<file path="src/rtl/priority_round_robin_task_scheduler_macros.svh">
// assertion macros used by the scheduler datapath
`ifndef PRIORITY_ROUND_ROBIN_TASK_SCHEDULER_MACROS_SVH
`define PRIORITY_ROUND_ROBIN_TASK_SCHEDULER_MACROS_SVH

// same-cycle implication, disabled during reset
`define PRS_ASSERT_IMP(lbl, clk, rst_n, ante, cons, msg) \
  lbl: assert property (@(posedge clk) disable iff (!rst_n) (ante) |-> (cons)) else $error(msg);

// next-cycle implication, disabled during reset
`define PRS_ASSERT_NXT(lbl, clk, rst_n, ante, cons, msg) \
  lbl: assert property (@(posedge clk) disable iff (!rst_n) (ante) |=> (cons)) else $error(msg);

`endif

</file>
<file path="src/rtl/prs_pkg.sv">
// types and constants shared by the scheduler modules
package prs_pkg;

  localparam int MaxTasks = 32;
  localparam int SlotW    = 5;
  localparam int CountW   = 6;
  localparam int TickW    = 64;

  typedef enum logic [2:0] {
    OP_CREATE    = 3'd0,
    OP_TERMINATE = 3'd1,
    OP_SLEEP     = 3'd2,
    OP_TICK      = 3'd3,
    OP_SCHEDULE  = 3'd4,
    OP_QUERY     = 3'd5
  } op_e;

  typedef enum logic [1:0] {
    ST_READY      = 2'd0,
    ST_SLEEPING   = 2'd1,
    ST_TERMINATED = 2'd2
  } task_st_e;

  typedef enum logic [1:0] {
    RES_OK      = 2'd0,
    RES_FULL    = 2'd1,
    RES_NO_SLOT = 2'd2
  } res_e;

  typedef enum logic [1:0] {
    FSM_IDLE,
    FSM_WORK,
    FSM_DONE
  } fsm_e;

  typedef struct packed {
    logic start;
    logic work;
    logic emit;
  } prs_cmd_t;

  typedef struct packed {
    logic scan_op;
    logic last_step;
    logic out_full;
  } prs_sts_t;

endpackage

</file>
<file path="src/rtl/prs_ctrl.sv">
// controller state machine of the scheduler
module prs_ctrl (
  input  logic              clk_i,
  input  logic              rst_ni,
  input  logic              in_valid_i,
  output logic              in_ready_o,
  input  prs_pkg::prs_sts_t sts_i,
  output prs_pkg::prs_cmd_t cmd_o
);
  import prs_pkg::*;

  fsm_e state_q, state_d;

  always_ff @(posedge clk_i or negedge rst_ni) begin
    if (!rst_ni) begin
      state_q <= FSM_IDLE;
    end else begin
      state_q <= state_d;
    end
  end

  always_comb begin
    state_d = state_q;
    case (state_q)
      FSM_IDLE: begin
        if (in_valid_i) state_d = FSM_WORK;
      end
      FSM_WORK: begin
        if (!sts_i.scan_op || sts_i.last_step) state_d = FSM_DONE;
      end
      FSM_DONE: begin
        if (!sts_i.out_full) state_d = FSM_IDLE;
      end
      default: state_d = FSM_IDLE;
    endcase
  end

  always_comb begin
    in_ready_o = 1'b0;
    cmd_o      = '0;
    case (state_q)
      FSM_IDLE: begin
        in_ready_o  = 1'b1;
        cmd_o.start = in_valid_i;
      end
      FSM_WORK: cmd_o.work = 1'b1;
      FSM_DONE: cmd_o.emit = !sts_i.out_full;
      default: ;
    endcase
  end

endmodule

</file>
<file path="config.mk">
export PLATFORM = sky130hd
export DESIGN_NAME = prs_ctrl
export DESIGN_NICKNAME = d
export VERILOG_FILES = /design/src/rtl/priority_round_robin_task_scheduler_macros.svh /design/src/rtl/prs_pkg.sv /design/src/rtl/prs_ctrl.sv
export SDC_FILE = /design/constraint.sdc
export NUM_CORES = 1
export LEC_CHECK = 0
export ABC_AREA = 0
export BUFFER_PORTS_ARGS = -buffer_cell sky130_fd_sc_hd__buf_2
export CORE_AREA = 2 2 39 41
export CTS_BUF_LIST = sky130_fd_sc_hd__clkbuf_2
export DETAILED_ROUTE_END_ITERATION = 10
export DIE_AREA = 0 0 41 43
export GPL_TIMING_DRIVEN = 0
export PLACE_DENSITY_LB_ADDON = 0.2
export SYNTH_ARGS = -nofsm -noshare
export SYNTH_HDL_FRONTEND = slang
export SYNTH_SLANG_ARGS = --single-unit
export TNS_END_PERCENT = 10
</file>
<file path="constraint.sdc">
create_clock -name clk_i -period 0.99 [get_ports clk_i]
set_input_delay 0.198 -clock clk_i [delete_from_list [all_inputs] [get_ports clk_i]]
set_output_delay 0.198 -clock clk_i [all_outputs]
set_load 0.01 [all_outputs]
</file>
==> results.cfg, run 1 <==
[flow_run]
max_cap_violations = 0

[final_layout]
multiInputGateArea_um2 = 66.31
final.fill_count = 159
register_containing_the_most_flip_flops_in_the_final_layout = state_q
final_cell_mix = 8 x buf_2, 3 x clkbuf_2, 2 x nor3b_2
drive_gt1_share_pct = 72.00
ff_latch_area_um2 = 51.30
antenna_cells_inserted = 0
final_common_cell = buf_2
nNetsFinal = 33
largest_reg_flops = 2
syn2layout_area_growth_pct = 104.5
largestRegisters = state_q (2)

[timing]
worst_pin_slew_ns = 0.1684
max_freq_mhz = 845.1
setup_viol_count_final = 4
final-max-slew-violation-count = 0
hold_ws_ns = 0.2985
finalHoldViolCount = 0
finalWorstSetupSlack_ns = -0.1933
finalWorstPathRequiredPeriod_ns = 1.183
relSlewSlack_pct = 88.77
skew_ns = 0.003238
fin_crit_sh_pct = 119.5
rsz0062_at_grt = yes

[drt]
postRouteAntennaNets = 0
drc_errors = 0
vias = 139
drt_pass1_iterations = 1
postRouteWirelength_um = 344
detail_routed_net_length_per_standard_cell_um = 8.390
via_cell_ratio = 3.390
drtIter0Drc = 0

[worst_setup_path]
cp-startpoint = state_q[1]$_DFFE_PN0P_
worst-setup-path-type = flip-flop to output port
worst_reg2reg_path_depth = 3
critical_path_required_ns = 0.79
regToRegStartpoint = state_q[1]$_DFFE_PN0P_
critPathLaunchType = flip-flop
critPathSlowestCell = dfrtp_1
reg2reg_to = state_q[0]$_DFFE_PN0P_
worstPathArrival_ns = 0.99
critPathCaptureType = output port
setup.worst_path.end = cmd_o[2]
ff2ff_setup_slack_ns = 0.08
slowest_delay_ns = 0.42
critPathMaxFanout = 5
path_cells = nor3b_2, buf_2

[global_routing]
gr-usage-all-layers_pct = 5.311
grt-ovfl-total = 0
number_of_global_route_vias_before_repair = 159
grt_first_pass_wirelength_um = 545
grt_max_degree = 6
initial_antenna_violation_count = 0

[yosys]
ys_top_cells_by_area = dfrtp_1 45%, nor3b_2 11%, nand2b_2 8.0%
synth_largest_area_cell = dfrtp_1
post_synth_mux_area_share_pct = 0
synth.ff_latch_count = 2
post_synth.cell_area_avg_um2 = 10.01
yosys_warning_count = 0
post_synth_inst_count = 11
synthAdderAreaFrac_pct = 0
post_synthesis_sequential_area_ratio_pct = 45.45
synth_compound_gate_area_share_pct = 12.50
syn_nets = 17
post-synth-top-area-fraction_pct = 45.45
main_combinational_cell_family_by_area_after_synthesis = simple AND/OR/NAND/NOR gates
yosys.area_share.xor_xnor_pct = 0
post_synth_instance_area_um2 = 110.1
distinct_cells_synth = 10
synth_simple_gate_area_share_pct = 38.64

[cts]
clock_sink_count = 2
clk_path_buf_depth = 2
cts-htree-levels = 1
clock_tree_from_tritoncts = done
clk-insertion-delay-late_ns = 0.19
cts.clk_slew.worst_paths_ns = 0.03
clk_root_buffer_cell = clkbuf_2
tritoncts.num_buffers = 3

[floorplanning]
top_level_ports = 10
rows = 14
dieHeight_um = 43
fp.coreArea_um2 = 1384
dieArea_um2 = 1763
floorplan.initialDensity_pct = 7.957
die_width_um = 41

[min_path]
hp-class = input pin to flip-flop

[placed_design]
gp_congestion = 0.5501
place.port_buffers = 9
dp_slack_ns = -0.004606

[outcome]
outcome = complete, but fails checks
failing_checks = setup timing

[pwr]
power_per_cell_area_nw_per_um2 = 2539
cellLeakagePower_nw = 0.1199
vdd.ir_drop.worst_mv = 0.3983
## worst max-delay path, delay by kind of cell (launching register included)
family                 cells  cell delay [ns]
DFF                        1             0.42
and+or+nand+nor            1             0.22
buffers and inverters      1             0.16
## metal layers
metal,global-route usage (%),share of wire [%]
met5,0,0
met4,6.000,0
met3,4.712,18
met2,6.875,44
met1,4.153,38
## what timing repair did
action	4_1_cts	5_1_grt
gates cloned	0	0
pin swaps	2	1
resized for setup	4	0
hold buffers	1	0
buffers inserted	1	0
endpoints found under the hold margin	2	0
setup endpoints to repair	4	4
## layout make-up
type / instances / area share (%)
Tap cell: 16 / 8.889
Sequential cell: 2 / 22.78
Inverter: 1 / 1.667
Multi-Input combinational cell: 8 / 29.44
Timing Repair Buffer: 11 / 30.56
Clock buffer: 3 / 6.667
## how the worst min path moves through the flow
stage	from	slack, ns	end	cells past startpoint
floorplan	rst_ni	-0.1	state_q[0]$_DFFE_PN0P_	0
global placement	rst_ni	-0.01	state_q[1]$_DFFE_PN0P_	1
detailed placement	rst_ni	-0.01	state_q[0]$_DFFE_PN0P_	1
CTS	sts_i[0]	0.28	state_q[1]$_DFFE_PN0P_	3
global route	sts_i[0]	0.30	state_q[1]$_DFFE_PN0P_	3
finish	sts_i[0]	0.30	state_q[1]$_DFFE_PN0P_	3
## stage by stage
step | utilization (%) | power, W | instances | TNS [ns] | cell area, µm²
after floorplan | - | 0.0002844 | 11 | 0 | 110.1
after global placement | 12.66 | 0.0003692 | 36 | -0.007961 | 175.2
after detailed placement | 12.66 | 0.0003707 | 36 | -0.004606 | 175.2
after CTS | 16.27 | 0.0005831 | 41 | -0.5851 | 225.2
after global routing | 16.27 | 0.0006195 | 41 | -0.7275 | 225.2
final | 16.27 | 0.0005719 | 41 | -0.5141 | 225.2
## synth_stat cells, drive strengths merged
| library cell | n |
|---|---|
| a21o | 1 |
| dfrtp | 2 |
| nor2 | 1 |
| inv | 1 |
| o22ai | 1 |
| nor3b | 2 |
| nor2b | 1 |
| nand2b | 1 |
| nand2 | 1 |
## power breakdown
| part | total [W] | internal, W | switching (W) |
|---|---|---|---|
| sequential | 0.000178 | 0.000119 | 0.0000591 |
| combinational | 0.000270 | 0.000158 | 0.000112 |
| clock | 0.000124 | 0.0000803 | 0.0000437 |
| total | 0.000572 | 0.000357 | 0.000214 |
## cell families (layout without fill, tap and decap cells)
logic type | count (synthesis) | after routing
buffers and inverters | 1 | 15
AND/OR/NAND/NOR | 6 | 6
AO/OA/AOI/OAI | 2 | 2
flip-flops | 2 | 2
No activity file was read; power rests on OpenSTA's default activity.
==> run 2: changes to the inputs <==
--- a/config.mk
+++ b/config.mk
@@ -7,6 +7,7 @@
 export LEC_CHECK = 0
 export ABC_AREA = 0
 export BUFFER_PORTS_ARGS = -buffer_cell sky130_fd_sc_hd__buf_2
+export CAP_MARGIN = 20
 export CORE_AREA = 2 2 39 41
 export CTS_BUF_LIST = sky130_fd_sc_hd__clkbuf_2
 export DETAILED_ROUTE_END_ITERATION = 10
==> constraint.sdc (replaced) <==
create_clock -name clk_i -period 0.99 [get_ports clk_i]
set_input_delay 0.0495 -clock clk_i [delete_from_list [all_inputs] [get_ports clk_i]]
set_output_delay 0.0495 -clock clk_i [all_outputs]
set_load 0.01 [all_outputs]
==> results.cfg, run 2 (same netlist as run 1, synthesis figures left out) <==
[timing]
finalWorstPathRequiredPeriod_ns = 1.035
max_freq_mhz = 966.5
fin_crit_sh_pct = 104.5
setup_viol_count_final = 1
skew_ns = 0.003238
hold_ws_ns = 0.1506
rsz0062_at_grt = yes
final-max-slew-violation-count = 0
worst_pin_slew_ns = 0.1673
relSlewSlack_pct = 88.85
finalWorstSetupSlack_ns = -0.04468
finalHoldViolCount = 0

[global_routing]
gr-usage-all-layers_pct = 5.311
grt_max_degree = 6
grt_first_pass_wirelength_um = 545
number_of_global_route_vias_before_repair = 157
grt-ovfl-total = 0
initial_antenna_violation_count = 0

[worst_setup_path]
regToRegStartpoint = state_q[1]$_DFFE_PN0P_
critPathSlowestCell = dfrtp_1
critical_path_required_ns = 0.94
ff2ff_setup_slack_ns = 0.08
critPathLaunchType = flip-flop
critPathMaxFanout = 5
cp-startpoint = state_q[1]$_DFFE_PN0P_
critPathCaptureType = output port
path_cells = nor3b_2, buf_2
slowest_delay_ns = 0.41
worst-setup-path-type = flip-flop to output port
worstPathArrival_ns = 0.99

[cts]
cts.clk_slew.worst_paths_ns = 0.03
clock_sink_count = 2
clock_tree_from_tritoncts = done
clk_path_buf_depth = 2
cts-htree-levels = 1
clk_root_buffer_cell = clkbuf_2
clk-insertion-delay-late_ns = 0.19
tritoncts.num_buffers = 3

[final_layout]
register_containing_the_most_flip_flops_in_the_final_layout = state_q
final_common_cell = buf_2
antenna_cells_inserted = 0
syn2layout_area_growth_pct = 104.5
multiInputGateArea_um2 = 66.31
final.fill_count = 159
drive_gt1_share_pct = 72.00
ff_latch_area_um2 = 51.30
nNetsFinal = 33
largest_reg_flops = 2
largestRegisters = state_q (2)
final_cell_mix = 8 x buf_2, 3 x clkbuf_2, 2 x nor3b_2

[drt]
drt_pass1_iterations = 1
postRouteWirelength_um = 346
drc_errors = 0
detail_routed_net_length_per_standard_cell_um = 8.439
drtIter0Drc = 0
via_cell_ratio = 3.341
postRouteAntennaNets = 0
vias = 137

[pwr]
switching_share_pct = 37.55
power_per_cell_area_nw_per_um2 = 2543
vdd.ir_drop.worst_mv = 0.3985
power.share.combinational_pct = 47.2
clock_power_share_pct = 21.7
power.switching_w = 0.0002151
cellLeakagePower_nw = 0.1198
seq_power_share_pct = 31.1
intPower_w = 0.0003577

[floorplanning]
rows = 14
die_width_um = 41
fp.coreArea_um2 = 1384
floorplan.initialDensity_pct = 7.957
top_level_ports = 10
dieHeight_um = 43
dieArea_um2 = 1763

[outcome]
outcome = complete, but fails checks
failing_checks = setup timing

[placed_design]
place.port_buffers = 9
dp_slack_ns = 0.1439
gp_congestion = 0.5501

[min_path]
hp-class = input pin to flip-flop
hold_path.startpoint = sts_i[0]

[flow_run]
max_cap_violations = 0
## run 2: per-stage QoR
stage          instance area (µm²)  util [%]  TNS [ns]  std cells  total power, W
2_1_floorplan                110.1         -         0         11       0.0002844
3_3_place_gp                 175.2     12.66         0         36       0.0003692
3_5_place_dp                 175.2     12.66         0         36       0.0003707
4_1_cts                      225.2     16.27  -0.07557         41       0.0005841
5_1_grt                      225.2     16.27   -0.1815         41       0.0006197
6_report                     225.2     16.27  -0.04468         41       0.0005728
## run 2: power by group through the flow
stage	registers (W)	logic (W)	clock network, W
finish	0.000178	0.000270	0.000124
global route	0.000185	0.000294	0.000141
CTS	0.000176	0.000271	0.000137
detailed placement	0.000162	0.000209	0
global placement	0.000159	0.000210	0
floorplan	0.000154	0.000130	0
## run 2: final cells by class
class	instances	share of cell area, %
inverters	1	1.667
flip-flops and latches	2	22.78
clock buffers	3	6.667
well taps	16	8.889
multi-input cells	8	29.44
repair buffers	11	30.56
## run 2: layer usage
layer / track usage (%) / vias to the layer above / wire length [µm]
li1: - / 68 / -
met1: 4.153 / 59 / 132
met2: 6.875 / 10 / 150
met3: 4.712 / 0 / 62
met4: 6.000 / 0 / 0
met5: 0 / - / 0
## run 2: critical path: cells and delay by family, from the launching register on
kind,cells,cell delay (ns)
flip-flops,1,0.41
AND/OR/NAND/NOR,1,0.22
buffers and inverters,1,0.16
## run 2: final timing paths
path	to	depth (start not counted)
hold reg to reg	state_q[1]$_DFFE_PN0P_	1
max in group asynchronous	state_q[0]$_DFFE_PN0P_	2
setup reg to reg	state_q[0]$_DFFE_PN0P_	3
setup / recovery	cmd_o[2]	2
hold / removal	state_q[1]$_DFFE_PN0P_	3
min in group asynchronous	state_q[1]$_DFFE_PN0P_	2
## run 2: what timing repair did
item,4_1_cts,5_1_grt
hold endpoints to repair,2,0
gates resized for setup,4,0
buffers inserted,1,0
cloned,0,0
pin swaps,1,1
hold buffers,1,0
setup endpoints to repair,3,3
